==> src/rtl/core/hlb_pkg.sv <==
// Shared types, constants and helpers of the hex line parser.
// No dependencies; imported by every module in rtl/core.
`default_nettype none

package hlb_pkg;

   localparam int CHAR_W     = 8;
   localparam int COUNT_W    = 32;
   localparam int LINE_CAP   = 8;
   localparam int LEN_W      = 4;
   localparam int STORE_IX_W = 3;
   localparam int BYTES_PER_LINE = 3;
   localparam int QUEUE_DEPTH_DEFAULT = 2;

   localparam logic [CHAR_W-1:0] CHAR_NUL     = 8'h00;
   localparam logic [CHAR_W-1:0] CHAR_TAB     = 8'h09;
   localparam logic [CHAR_W-1:0] CHAR_LF      = 8'h0a;
   localparam logic [CHAR_W-1:0] CHAR_CR      = 8'h0d;
   localparam logic [CHAR_W-1:0] CHAR_SPACE   = 8'h20;
   localparam logic [CHAR_W-1:0] CHAR_APOS    = 8'h27;
   localparam logic [CHAR_W-1:0] CHAR_ZERO    = 8'h30;
   localparam logic [CHAR_W-1:0] CHAR_NINE    = 8'h39;
   localparam logic [CHAR_W-1:0] CHAR_UPPER_A = 8'h41;
   localparam logic [CHAR_W-1:0] CHAR_UPPER_F = 8'h46;
   localparam logic [CHAR_W-1:0] CHAR_UPPER_H = 8'h48;
   localparam logic [CHAR_W-1:0] CHAR_LOWER_A = 8'h61;
   localparam logic [CHAR_W-1:0] CHAR_LOWER_F = 8'h66;
   localparam logic [CHAR_W-1:0] CHAR_LOWER_H = 8'h68;

   typedef enum logic [1:0] {
      STATUS_GOOD     = 2'd0,
      STATUS_TOO_LONG = 2'd1,
      STATUS_NO_APOS  = 2'd2,
      STATUS_NO_H     = 2'd3
   } status_type;

   typedef struct packed {
      logic [COUNT_W-1:0] line_count;
      logic [COUNT_W-1:0] invalid_lines;
      logic [COUNT_W-1:0] invalid_chars;
      logic [COUNT_W-1:0] byte_count;
   } counters_type;

   // One finished line (or end of stream) as handed from front to back.
   typedef struct packed {
      logic                                  good;   // three data words, else one status word
      logic                                  done;
      status_type                            status;
      logic [BYTES_PER_LINE-1:0][CHAR_W-1:0] bytes;  // index 0 goes out first
      counters_type                          counters;
   } job_type;

   // {valid, value}; value is zero for a non-hex character
   function automatic logic [4:0] hex_digit(input logic [CHAR_W-1:0] c);
      logic [CHAR_W-1:0] diff_upper;
      logic [CHAR_W-1:0] diff_lower;
      logic [4:0]        res;
      diff_upper = c - CHAR_UPPER_A;
      diff_lower = c - CHAR_LOWER_A;
      res = 5'b0_0000;
      if (c >= CHAR_ZERO && c <= CHAR_NINE) begin
         res = {1'b1, c[3:0]};
      end else if (c >= CHAR_UPPER_A && c <= CHAR_UPPER_F) begin
         res = {1'b1, diff_upper[3:0] + 4'd10};
      end else if (c >= CHAR_LOWER_A && c <= CHAR_LOWER_F) begin
         res = {1'b1, diff_lower[3:0] + 4'd10};
      end
      return res;
   endfunction

endpackage

`default_nettype wire

==> src/rtl/core/hex_line_to_bytes_parser.sv <==
// Top level of the hex line parser: front end, job queue, back end.
// Depends on hlb_pkg, hlb_front, hlb_queue, hlb_back.
//
//   channel | direction | handshake            | payload
//   --------+-----------+----------------------+-------------------------------------
//   req     | in        | req_valid/req_ready  | req_char_in, req_end_of_input
//   rsp     | out       | rsp_valid/rsp_ready  | data byte, flags, status, 4 counters
//
// One character is taken per cycle while the job queue has room; a line end
// is taken like any other character. A good line plays out as three result
// words, a rejected line or an end of stream with no pending line as one,
// all from the back end's holding register. The queue (QUEUE_DEPTH jobs)
// lets the front keep taking characters while the back waits on rsp_ready;
// req_ready drops only when the queue is full. Reset is synchronous and
// clears line, counters, queue and the holding register's valid flag.
`default_nettype none

module hex_line_to_bytes_parser #(
   parameter int QUEUE_DEPTH = hlb_pkg::QUEUE_DEPTH_DEFAULT
) (
   input  wire logic                        clock,
   input  wire logic                        reset,
   input  wire logic                        req_valid,
   output      logic                        req_ready,
   input  wire logic [hlb_pkg::CHAR_W-1:0]  req_char_in,
   input  wire logic                        req_end_of_input,
   output      logic                        rsp_valid,
   input  wire logic                        rsp_ready,
   output      logic [hlb_pkg::CHAR_W-1:0]  rsp_data_byte,
   output      logic                        rsp_is_data,
   output      logic                        rsp_last,
   output      logic [1:0]                  rsp_line_status,
   output      logic                        rsp_stream_done,
   output      logic [hlb_pkg::COUNT_W-1:0] rsp_total_lines,
   output      logic [hlb_pkg::COUNT_W-1:0] rsp_invalid_lines,
   output      logic [hlb_pkg::COUNT_W-1:0] rsp_invalid_chars,
   output      logic [hlb_pkg::COUNT_W-1:0] rsp_bytes_written
);
   import hlb_pkg::*;

   // front -> queue
   logic    push_valid;
   job_type push_job;
   logic    queue_full;
   // queue -> back
   logic    queue_not_empty;
   logic    queue_pop;
   job_type queue_job;

   // line assembly and classification
   hlb_front u_front (
      .clock            (clock),
      .reset            (reset),
      .req_valid        (req_valid),
      .req_ready        (req_ready),
      .req_char_in      (req_char_in),
      .req_end_of_input (req_end_of_input),
      .queue_full       (queue_full),
      .push_valid       (push_valid),
      .push_job         (push_job)
   );

   // decouples line ends from result back-pressure
   hlb_queue #(
      .DEPTH (QUEUE_DEPTH)
   ) u_queue (
      .clock     (clock),
      .reset     (reset),
      .push      (push_valid),
      .push_job  (push_job),
      .full      (queue_full),
      .pop       (queue_pop),
      .not_empty (queue_not_empty),
      .pop_job   (queue_job)
   );

   // result word sequencing
   hlb_back u_back (
      .clock             (clock),
      .reset             (reset),
      .queue_not_empty   (queue_not_empty),
      .queue_job         (queue_job),
      .queue_pop         (queue_pop),
      .rsp_valid         (rsp_valid),
      .rsp_ready         (rsp_ready),
      .rsp_data_byte     (rsp_data_byte),
      .rsp_is_data       (rsp_is_data),
      .rsp_last          (rsp_last),
      .rsp_line_status   (rsp_line_status),
      .rsp_stream_done   (rsp_stream_done),
      .rsp_total_lines   (rsp_total_lines),
      .rsp_invalid_lines (rsp_invalid_lines),
      .rsp_invalid_chars (rsp_invalid_chars),
      .rsp_bytes_written (rsp_bytes_written)
   );

endmodule

`default_nettype wire

==> src/rtl/core/hlb_front.sv <==
// Front end: accepts characters, assembles the line, classifies it at its end
// and builds one job for the queue. Depends on hlb_pkg.
`default_nettype none

module hlb_front (
   input  wire logic                       clock,
   input  wire logic                       reset,
   input  wire logic                       req_valid,
   output      logic                       req_ready,
   input  wire logic [hlb_pkg::CHAR_W-1:0] req_char_in,
   input  wire logic                       req_end_of_input,
   input  wire logic                       queue_full,
   output      logic                       push_valid,
   output      hlb_pkg::job_type           push_job
);
   import hlb_pkg::*;

   logic [CHAR_W-1:0] store_ff [LINE_CAP];
   logic [LEN_W-1:0]  len_ff, len_in;
   logic              started_ff, started_in;
   counters_type      cnt_ff, cnt_in;

   logic [CHAR_W-1:0] chr [LINE_CAP];
   logic [4:0]        dig [2*BYTES_PER_LINE];
   logic [2:0]        bad_cnt;
   status_type        status;
   logic              accept, is_eol, is_blank, finish, store_char;
   logic [CHAR_W-1:0] stored_char;
   job_type           job;

   assign req_ready = !queue_full;
   assign accept    = req_valid && req_ready;
   assign is_eol    = (req_char_in == CHAR_LF) || (req_char_in == CHAR_CR);
   assign is_blank  = (req_char_in == CHAR_NUL) || (req_char_in == CHAR_SPACE) ||
                      (req_char_in == CHAR_TAB);
   assign finish    = accept && (req_end_of_input || (is_eol && started_ff));
   assign store_char = accept && !req_end_of_input && !is_eol && !(is_blank && !started_ff);
   assign stored_char = is_blank ? CHAR_SPACE : req_char_in;

   // positions at or past the length read as zero
   always_comb begin
      for (int i = 0; i < LINE_CAP; i++) begin
         chr[i] = (LEN_W'(i) < len_ff) ? store_ff[i] : CHAR_NUL;
      end
      for (int k = 0; k < 2*BYTES_PER_LINE; k++) begin
         dig[k] = hex_digit(chr[k+2]);
      end
   end

   always_comb begin
      if (len_ff > LEN_W'(LINE_CAP)) begin
         status = STATUS_TOO_LONG;
      end else if (chr[0] != CHAR_APOS) begin
         status = STATUS_NO_APOS;
      end else if (chr[1] != CHAR_LOWER_H && chr[1] != CHAR_UPPER_H) begin
         status = STATUS_NO_H;
      end else begin
         status = STATUS_GOOD;
      end
   end

   always_comb begin
      bad_cnt = 3'd0;
      for (int k = 0; k < 2*BYTES_PER_LINE; k++) begin
         bad_cnt = bad_cnt + {2'b00, !dig[k][4]};
      end
   end

   always_comb begin
      job          = '0;
      job.done     = req_end_of_input;
      job.status   = STATUS_GOOD;
      // first word from chars 6-7, then 4-5, then 2-3; a bad digit gives a zero nibble
      for (int b = 0; b < BYTES_PER_LINE; b++) begin
         job.bytes[b] = {dig[4-2*b][4] ? dig[4-2*b][3:0] : 4'h0,
                         dig[5-2*b][4] ? dig[5-2*b][3:0] : 4'h0};
      end
      cnt_in = cnt_ff;
      if (finish && len_ff != '0) begin
         cnt_in.line_count = cnt_ff.line_count + COUNT_W'(1);
         if (status != STATUS_GOOD) begin
            cnt_in.invalid_lines = cnt_ff.invalid_lines + COUNT_W'(1);
            job.status = status;
         end else begin
            job.good = 1'b1;
            cnt_in.invalid_chars = cnt_ff.invalid_chars + COUNT_W'(bad_cnt);
            cnt_in.byte_count    = cnt_ff.byte_count + COUNT_W'(BYTES_PER_LINE);
         end
      end
      if (!job.good) begin
         job.bytes = '0;
      end
      job.counters = cnt_in;
   end

   assign push_valid = finish;
   assign push_job   = job;

   always_comb begin
      len_in     = len_ff;
      started_in = started_ff;
      if (finish || (accept && req_end_of_input)) begin
         len_in     = '0;
         started_in = 1'b0;
      end else if (store_char) begin
         started_in = 1'b1;
         if (len_ff <= LEN_W'(LINE_CAP)) begin
            len_in = len_ff + LEN_W'(1);
         end
      end
   end

   always_ff @(posedge clock) begin
      if (reset) begin
         len_ff     <= '0;
         started_ff <= 1'b0;
         cnt_ff     <= '0;
      end else begin
         len_ff     <= len_in;
         started_ff <= started_in;
         cnt_ff     <= cnt_in;
      end
   end

   // entries past the length are masked on read, so no clearing needed
   always_ff @(posedge clock) begin
      if (store_char && len_ff < LEN_W'(LINE_CAP)) begin
         store_ff[len_ff[STORE_IX_W-1:0]] <= stored_char;
      end
   end

endmodule

`default_nettype wire

==> src/rtl/core/hlb_queue.sv <==
// Small job FIFO between front and back ends.
// Depends on hlb_pkg for the job type.
`default_nettype none

module hlb_queue #(
   parameter int DEPTH = hlb_pkg::QUEUE_DEPTH_DEFAULT
) (
   input  wire logic             clock,
   input  wire logic             reset,
   input  wire logic             push,
   input  wire hlb_pkg::job_type push_job,
   output      logic             full,
   input  wire logic             pop,
   output      logic             not_empty,
   output      hlb_pkg::job_type pop_job
);
   import hlb_pkg::*;

   localparam int PTR_W = (DEPTH > 1) ? $clog2(DEPTH) : 1;
   localparam int CNT_W = $clog2(DEPTH + 1);

   job_type          mem_ff [DEPTH];
   logic [PTR_W-1:0] wr_ptr_ff, wr_ptr_in, rd_ptr_ff, rd_ptr_in;
   logic [CNT_W-1:0] count_ff, count_in;

   assign full      = (count_ff == CNT_W'(DEPTH));
   assign not_empty = (count_ff != '0);
   assign pop_job   = mem_ff[rd_ptr_ff];

   always_comb begin
      wr_ptr_in = wr_ptr_ff;
      rd_ptr_in = rd_ptr_ff;
      count_in  = count_ff;
      if (push) begin
         wr_ptr_in = (wr_ptr_ff == PTR_W'(DEPTH-1)) ? '0 : wr_ptr_ff + PTR_W'(1);
      end
      if (pop) begin
         rd_ptr_in = (rd_ptr_ff == PTR_W'(DEPTH-1)) ? '0 : rd_ptr_ff + PTR_W'(1);
      end
      if (push && !pop) begin
         count_in = count_ff + CNT_W'(1);
      end else if (pop && !push) begin
         count_in = count_ff - CNT_W'(1);
      end
   end

   always_ff @(posedge clock) begin
      if (reset) begin
         wr_ptr_ff <= '0;
         rd_ptr_ff <= '0;
         count_ff  <= '0;
      end else begin
         wr_ptr_ff <= wr_ptr_in;
         rd_ptr_ff <= rd_ptr_in;
         count_ff  <= count_in;
      end
   end

   always_ff @(posedge clock) begin
      if (push) begin
         mem_ff[wr_ptr_ff] <= push_job;
      end
   end

endmodule

`default_nettype wire

==> src/rtl/core/hlb_back.sv <==
// Back end: takes jobs from the queue and plays them out as result words
// from a holding register. Depends on hlb_pkg.
`default_nettype none

module hlb_back (
   input  wire logic                        clock,
   input  wire logic                        reset,
   input  wire logic                        queue_not_empty,
   input  wire hlb_pkg::job_type            queue_job,
   output      logic                        queue_pop,
   output      logic                        rsp_valid,
   input  wire logic                        rsp_ready,
   output      logic [hlb_pkg::CHAR_W-1:0]  rsp_data_byte,
   output      logic                        rsp_is_data,
   output      logic                        rsp_last,
   output      logic [1:0]                  rsp_line_status,
   output      logic                        rsp_stream_done,
   output      logic [hlb_pkg::COUNT_W-1:0] rsp_total_lines,
   output      logic [hlb_pkg::COUNT_W-1:0] rsp_invalid_lines,
   output      logic [hlb_pkg::COUNT_W-1:0] rsp_invalid_chars,
   output      logic [hlb_pkg::COUNT_W-1:0] rsp_bytes_written
);
   import hlb_pkg::*;

   job_type    job_ff, job_in;
   logic       valid_ff, valid_in;
   logic [1:0] beat_ff, beat_in;
   logic       last_beat;

   assign last_beat = !job_ff.good || (beat_ff == 2'(BYTES_PER_LINE-1));
   assign queue_pop = queue_not_empty && (!valid_ff || (rsp_ready && last_beat));

   always_comb begin
      job_in   = job_ff;
      valid_in = valid_ff;
      beat_in  = beat_ff;
      if (queue_pop) begin
         job_in   = queue_job;
         valid_in = 1'b1;
         beat_in  = 2'd0;
      end else if (valid_ff && rsp_ready) begin
         if (last_beat) begin
            valid_in = 1'b0;
         end else begin
            beat_in = beat_ff + 2'd1;
         end
      end
   end

   always_ff @(posedge clock) begin
      if (reset) begin
         valid_ff <= 1'b0;
         beat_ff  <= 2'd0;
      end else begin
         valid_ff <= valid_in;
         beat_ff  <= beat_in;
      end
   end

   always_ff @(posedge clock) begin
      job_ff <= job_in;
   end

   always_comb begin
      case (beat_ff)
         2'd0:    rsp_data_byte = job_ff.bytes[0];
         2'd1:    rsp_data_byte = job_ff.bytes[1];
         2'd2:    rsp_data_byte = job_ff.bytes[2];
         default: rsp_data_byte = '0;
      endcase
   end

   assign rsp_valid         = valid_ff;
   assign rsp_is_data       = job_ff.good;
   assign rsp_last          = last_beat;
   assign rsp_line_status   = job_ff.status;
   assign rsp_stream_done   = job_ff.done;
   assign rsp_total_lines   = job_ff.counters.line_count;
   assign rsp_invalid_lines = job_ff.counters.invalid_lines;
   assign rsp_invalid_chars = job_ff.counters.invalid_chars;
   assign rsp_bytes_written = job_ff.counters.byte_count;

endmodule

`default_nettype wire
==> config.mk <==
export PLATFORM = sky130hd
export DESIGN_NAME = hex_line_to_bytes_parser
export DESIGN_NICKNAME = d
export VERILOG_FILES = /design/src/rtl/core/hlb_pkg.sv /design/src/rtl/core/hex_line_to_bytes_parser.sv /design/src/rtl/core/hlb_front.sv /design/src/rtl/core/hlb_queue.sv /design/src/rtl/core/hlb_back.sv
export SDC_FILE = /design/constraint.sdc
export NUM_CORES = 1
export LEC_CHECK = 0
export ABC_AREA = 1
export ABC_CLOCK_PERIOD_IN_PS = 7850
export BUFFER_PORTS_ARGS = -buffer_cell sky130_fd_sc_hd__buf_2
export CAP_MARGIN = 20
export CORE_UTILIZATION = 55
export DETAILED_ROUTE_END_ITERATION = 6
export PLACE_DENSITY = 0.73
export SYNTH_ARGS = -nofsm -noshare
export SYNTH_HDL_FRONTEND = slang
export SYNTH_HIERARCHICAL = 1
export SYNTH_SLANG_ARGS = --single-unit
==> constraint.sdc <==
create_clock -name clock -period 7.85 [get_ports clock]
set_clock_uncertainty 0.15 [all_clocks]
set_input_delay 0.3925 -clock clock [delete_from_list [all_inputs] [get_ports clock]]
set_output_delay 0.3925 -clock clock [all_outputs]
set_load 0.1 [all_outputs]
* Word-level counts from Yosys, hierarchy flattened
Memories as Yosys holds them, arrays and structs flattened. A register that Yosys moved wholly into a read port is not among the register bits.
Cells that the tools add are included.
** Cells by class
- Multiplexer cells :: 56
- Equality and inequality tests :: 10
- $lt $le $gt $ge :: 47
- Bitwise gates (word level) :: 1
- Reduce and logical (&&, ||, !) cells :: 69
- Add/sub/neg operators :: 39
** Operators with widths (number)
- $mux 128 :: 1
- $ge 8x7->1 const B :: 12
- $le 8x7->1 const B :: 12
- $mux 5 :: 18
- $mux 8 :: 9
- $add 32x1->32 const B :: 2
- $mux 64 :: 1
- $add 4x4->4 const B :: 12
- $ge 8x6->1 const B :: 6
- $le 8x6->1 const B :: 6
- $sub 4x1->4 const B :: 12
- $logic_and 1x1->1 :: 34
- $add 32x2->32 const B :: 1
- $add 32x3->32 :: 1
- $mux 32 :: 1
- $eq 8x4->1 const B :: 3
- $mux 24 :: 1
- $mux 4 :: 6
- $pmux 8 s3 :: 1
- $lt 3x4->1 const A :: 4
- $ne 8x7->1 const B :: 2
- $logic_not 1->1 :: 15
- $mux 2 :: 7
- $add 3x1->3 :: 4
- other kinds (23) :: 51
** Word-level totals
- Bits in writable memories :: 376
- Memories :: 2
- Flip-flop bits (word level) :: 140
- Output and inout port bits :: 143
- Logic and storage cells :: 235
** Memory list
- u_queue.mem_ff :: depth 2, width 156, rd ports 1, clocked after Yosys merged registers in 1, wr ports 1, RTL line hlb_queue.sv:22 : job_type mem_ff [DEPTH];
- u_front.store_ff :: depth 8, width 8, rd ports 8, clocked after Yosys merged registers in 0, wr ports 1, RTL line hlb_front.sv:18 : logic [CHAR_W-1:0] store_ff [LINE_CAP];

* Longest topological paths before layout
- Depth in word-level cells :: 16
- Gate-level depth with buffers :: 27
- Gate-level depth less buffers :: 27

* Cells and area by module
Netlist, hierarchy kept.
** By module, submodules not included
- hlb_front :: cells an instance 1678, times used 1, area each 11566.1 µm²
- hlb_queue :: cells an instance 518, times used 1, area each 11537.3 µm²
- hlb_back :: cells an instance 374, times used 1, area each 6127.1 µm²

* Worst setup path after synthesis
No wires, ideal clock.
- Path type :: register to register
- From :: register u_queue.count_ff[1]
- To :: memory u_queue/mem_ff[0][0] (netlist bit), enable pin
- Data arrival time :: 8197 ps
- Data required time :: 7023 ps
- Slack :: -1174 ps
- Buffers on the path :: 0
- Setup time :: 677 ps
- Cell stages (with the launch flop) :: 10
- Period minus slack after synthesis :: 9024 ps
- Path through :: dfxtp_1 > inv_1 > nor2_1 > inv_1 > nand2_1 > a21oi_1 > nand2_1 > inv_1 > inv_1 > nor2_1
** On the way
- Longest elaborated chain between the ends :: 6
** Ends and longest elaborated chain
- start, declared :: RTL line hlb_queue.sv:24 : logic [CNT_W-1:0] count_ff, count_in;
- start signal, assigned :: RTL line hlb_queue.sv:55 : count_ff <= count_in;
- $eq 2x2->1 :: RTL line hlb_queue.sv:26 : assign full = (count_ff == CNT_W'(DEPTH));
- via queue_full :: RTL line hex_line_to_bytes_parser.sv:44 : logic queue_full;
- $logic_not 1->1 :: RTL line hlb_front.sv:31 : assign req_ready = !queue_full;
- via req_ready :: RTL line hex_line_to_bytes_parser.sv:24 : output logic req_ready,
- $logic_and 1x1->1 :: RTL line hlb_front.sv:32 : assign accept = req_valid && req_ready;
- $logic_and 1x1->1 :: RTL line hlb_front.sv:36 : assign finish = accept && (req_end_of_input || (is_eol && started_ff));
- via push_valid :: RTL line hex_line_to_bytes_parser.sv:42 : logic push_valid;
- $mux 1 :: RTL line hlb_queue.sv:60 : if (push) begin
- $mux 1 (not written as such) :: RTL line hlb_queue.sv:61 : mem_ff[wr_ptr_ff] <= push_job;
- end, declared :: RTL line hlb_queue.sv:22
The timed path passes the listed nets, and every way through them passes these cells.

==> metrics.yaml <==
yosysSeqAreaShare: 0.642
critPathLaunchType: "register"
final_max_slew_viol_count: 0
drt_wl_total_mm: 54.5
grt_pass1_wl_mm: 86.9
start_util: 0.556
grt_max_degree: 110
max_freq_ghz: 0.175
ys_seq_elements: 672
final_area_um2: 31800
fillers: 4120
synth_fp_nets: 2619
avgSynthCellArea_um2: 11.4
ys_types: 46
numCtsBuffers: 66
root_buffer: "clkbuf_16"
syn2layout_area_growth_pct: 8.63
dr.first_iter.drc_count: 1413
vias_per_cell: 5.34
core_um2: 52600
hold_start: "req_char_in[4]"
n_antenna_cell: 0
synthFlopType: "edfxtp_1"
die_area_um2: 54100
synth-edff-count: 531
grt_setup_unrepaired: "no"
cp_data_arrival_time_ns: 5.91
drt-wirelength-per-cell_um: 16.2
gp_congestion: 0.890
cts.sinks: 672
max_slew_margin: 0.273
die_x_um: 233
fp-row-count: 84
vias: 17902
startpoint: "u_front/len_ff[0]"
hold_class: "in -> reg"
insertion_delay_ns: 0.60
layout_common_cells: "542 x nand2_1, 531 x edfxtp_1, 262 x inv_1, 192 x nor2_1, 156 x mux2_2"
layout_commonest_cell: "nand2_1"
grt_pass1_vias: 17272
ys_warn_count: 6
worstMarginPinSlew_ns: 1.09
async_reset_ff_frac: 0
cts.clk_slew.worst_paths_ns: 0.06
r2r-start: "u_front/len_ff[0]"
die_h_um: 233
power-per-cell-area_nw_per_um2: 352
fin_tns_setup_ns: 0
h-tree-depth: 3
io_pins: 156
holdPathStages: 1
required_ns: 8.03
reg2regPathDepth: 25
fin_hold_ws_ns: 0.0251
antenna_found_initial: 0
max_cap_viol_count: 0
final_nets: 2658
netlist_instances: 2570
ir_drop_uv: 369
final_util: 0.604
finalSetupViolations: 0
hold_violations: 0
cts_setup_buffers: 0
clk_path_buf_depth: 3
period_minus_slack_ns: 5.72
p_leak_nw: 12.1
drtPass1Iterations: 6
dpl.hpwl_mm: 35.2
syn_area_um2: 29200
path_class: "reg -> reg"
path_max_fanout: 8
drc_errors: 0
ant_nets: 0
crit_path_end_kind: "register"
outcome: "finished clean"
final_layout_size_suffix_gt1_frac: 0.170
track_usage: 0.202
postPlaceCellArea_um2: 29500
io_buffer_count: 155
cts_tree: "built"
grt_overflow: 0
finalCritPeriodShare: 0.729
[worst max-delay path: stages, from the launching register on]
cell,delay (ns)
dfxtp_1,0.38
inv_1,0.13
ha_1,0.27
o21ai_4,0.27
inv_1,0.06
nor2_1,0.20
inv_1,0.10
ha_1,0.22
o21bai_1,0.17
nand3_1,0.10
nand3b_1,0.21
nand2_1,0.11
inv_1,0.08
fa_1,0.43
fa_1,0.58
fa_1,0.27
fa_1,0.24
nand2_1,0.07
nand2_1,0.07
nand2_1,0.09
nor2_2,0.20
nand3_1,0.26
nor3_1,0.44
nand3_1,0.13
nand2_1,0.13
nand2_1,0.07
[logic make-up (layout without fill, tap and decap cells)]
logic type               Yosys count  in the layout  share of synthesized area
flip-flops                       672            672                      0.642
AND/OR/NAND/NOR                 1031           1031                      0.155
buffers and inverters            464            557                     0.0827
XOR/XNOR                          42             42                     0.0126
AO/OA/AOI/OAI                    167            167                     0.0303
multiplexers                     158            158                     0.0608
adder cells (fa/ha/maj)           36             36                     0.0164
[synthesized netlist by cell type, drive strengths merged, types with 3 or more instances]
library cell	number	area, um^2
a211oi	6	45.0
a21oi	110	554
buf	171	1320
clkbuf	24	91.3
dfxtp	141	2820
edfxtp	531	15900
fa	4	80.1
ha	32	400
inv	269	1010
mux2	156	1760
nand2	546	2060
nand3	106	566
nand3b	35	263
nand4	66	413
nor2	204	832
nor3	55	280
nor4	10	62.6
o21ai	43	226
or2	3	18.8
xnor2	10	87.6
xor2	32	280
[registers in the layout (all words and copies together), names as in the netlist, named ones only]
register / count
u_back/rsp_valid: 1
u_back/rsp_is_data: 1
u_front/cnt_ff: 128
u_queue/rd_ptr_ff: 1
u_back/rsp_invalid_chars: 32
u_queue/wr_ptr_ff: 1
u_back/rsp_line_status: 2
u_front/len_ff: 4
u_queue/mem_ff: 312
u_back/rsp_bytes_written: 32
u_back/rsp_total_lines: 32
u_back/beat_ff: 2
u_queue/count_ff: 2
u_front/started_ff: 1
u_front/store_ff: 63
u_back/job_ff: 24
u_back/rsp_stream_done: 1
u_back/rsp_invalid_lines: 32
[metal layers]
layer | part of all wire | up-vias | global-route usage
li1 | - | 8714 | -
met1 | 0.45 | 8607 | 0.269
met2 | 0.48 | 495 | 0.336
met3 | 0.052 | 86 | 0.0338
met4 | 0.022 | 0 | 0.0676
met5 | 0 | - | 0
[through the flow]
stage / worst slack (ns) / total power, W / instances
floorplan: 1.53 / 0.00806 / 2570
global placement: 2.51 / 0.00812 / 3226
detailed placement: 2.18 / 0.00816 / 3226
CTS: 2.17 / 0.0113 / 3350
global route: 1.68 / 0.0116 / 3351
finish: 2.13 / 0.0112 / 3351
[area by class of cell]
| cell class | instances | area (um^2) | area share |
|---|---|---|---|
| well taps | 688 | 861 | 0.0271 |
| flip-flops and latches | 672 | 18800 | 0.591 |
| multi-input cells | 1434 | 8050 | 0.254 |
| inverters | 269 | 1020 | 0.0321 |
| clock inverters | 34 | 333 | 0.0105 |
| clock buffers | 88 | 1830 | 0.0575 |
| repair buffers | 166 | 886 | 0.0279 |
[power by group]
| part | internal, W | switching (W) |
|---|---|---|
| combinational | 0.000568 | 0.00284 |
| sequential | 0.00445 | 0.000207 |
| clock | 0.00181 | 0.00130 |
[worst paths after layout]
check	endpoint	slack [ns]
worst max-delay path	u_queue/mem_ff[1][62]	2.13
worst min-delay path	u_front/store_ff[5][4]	0.03
worst max register to register	u_queue/mem_ff[1][62]	2.13
worst min register to register	u_front/cnt_ff[59]	0.33
[timing repair]
item                      CTS  global route
gates resized for setup     0             0
hold buffers                2             0
hold endpoints to repair    5             0
(Power assumes the default switching activity.)
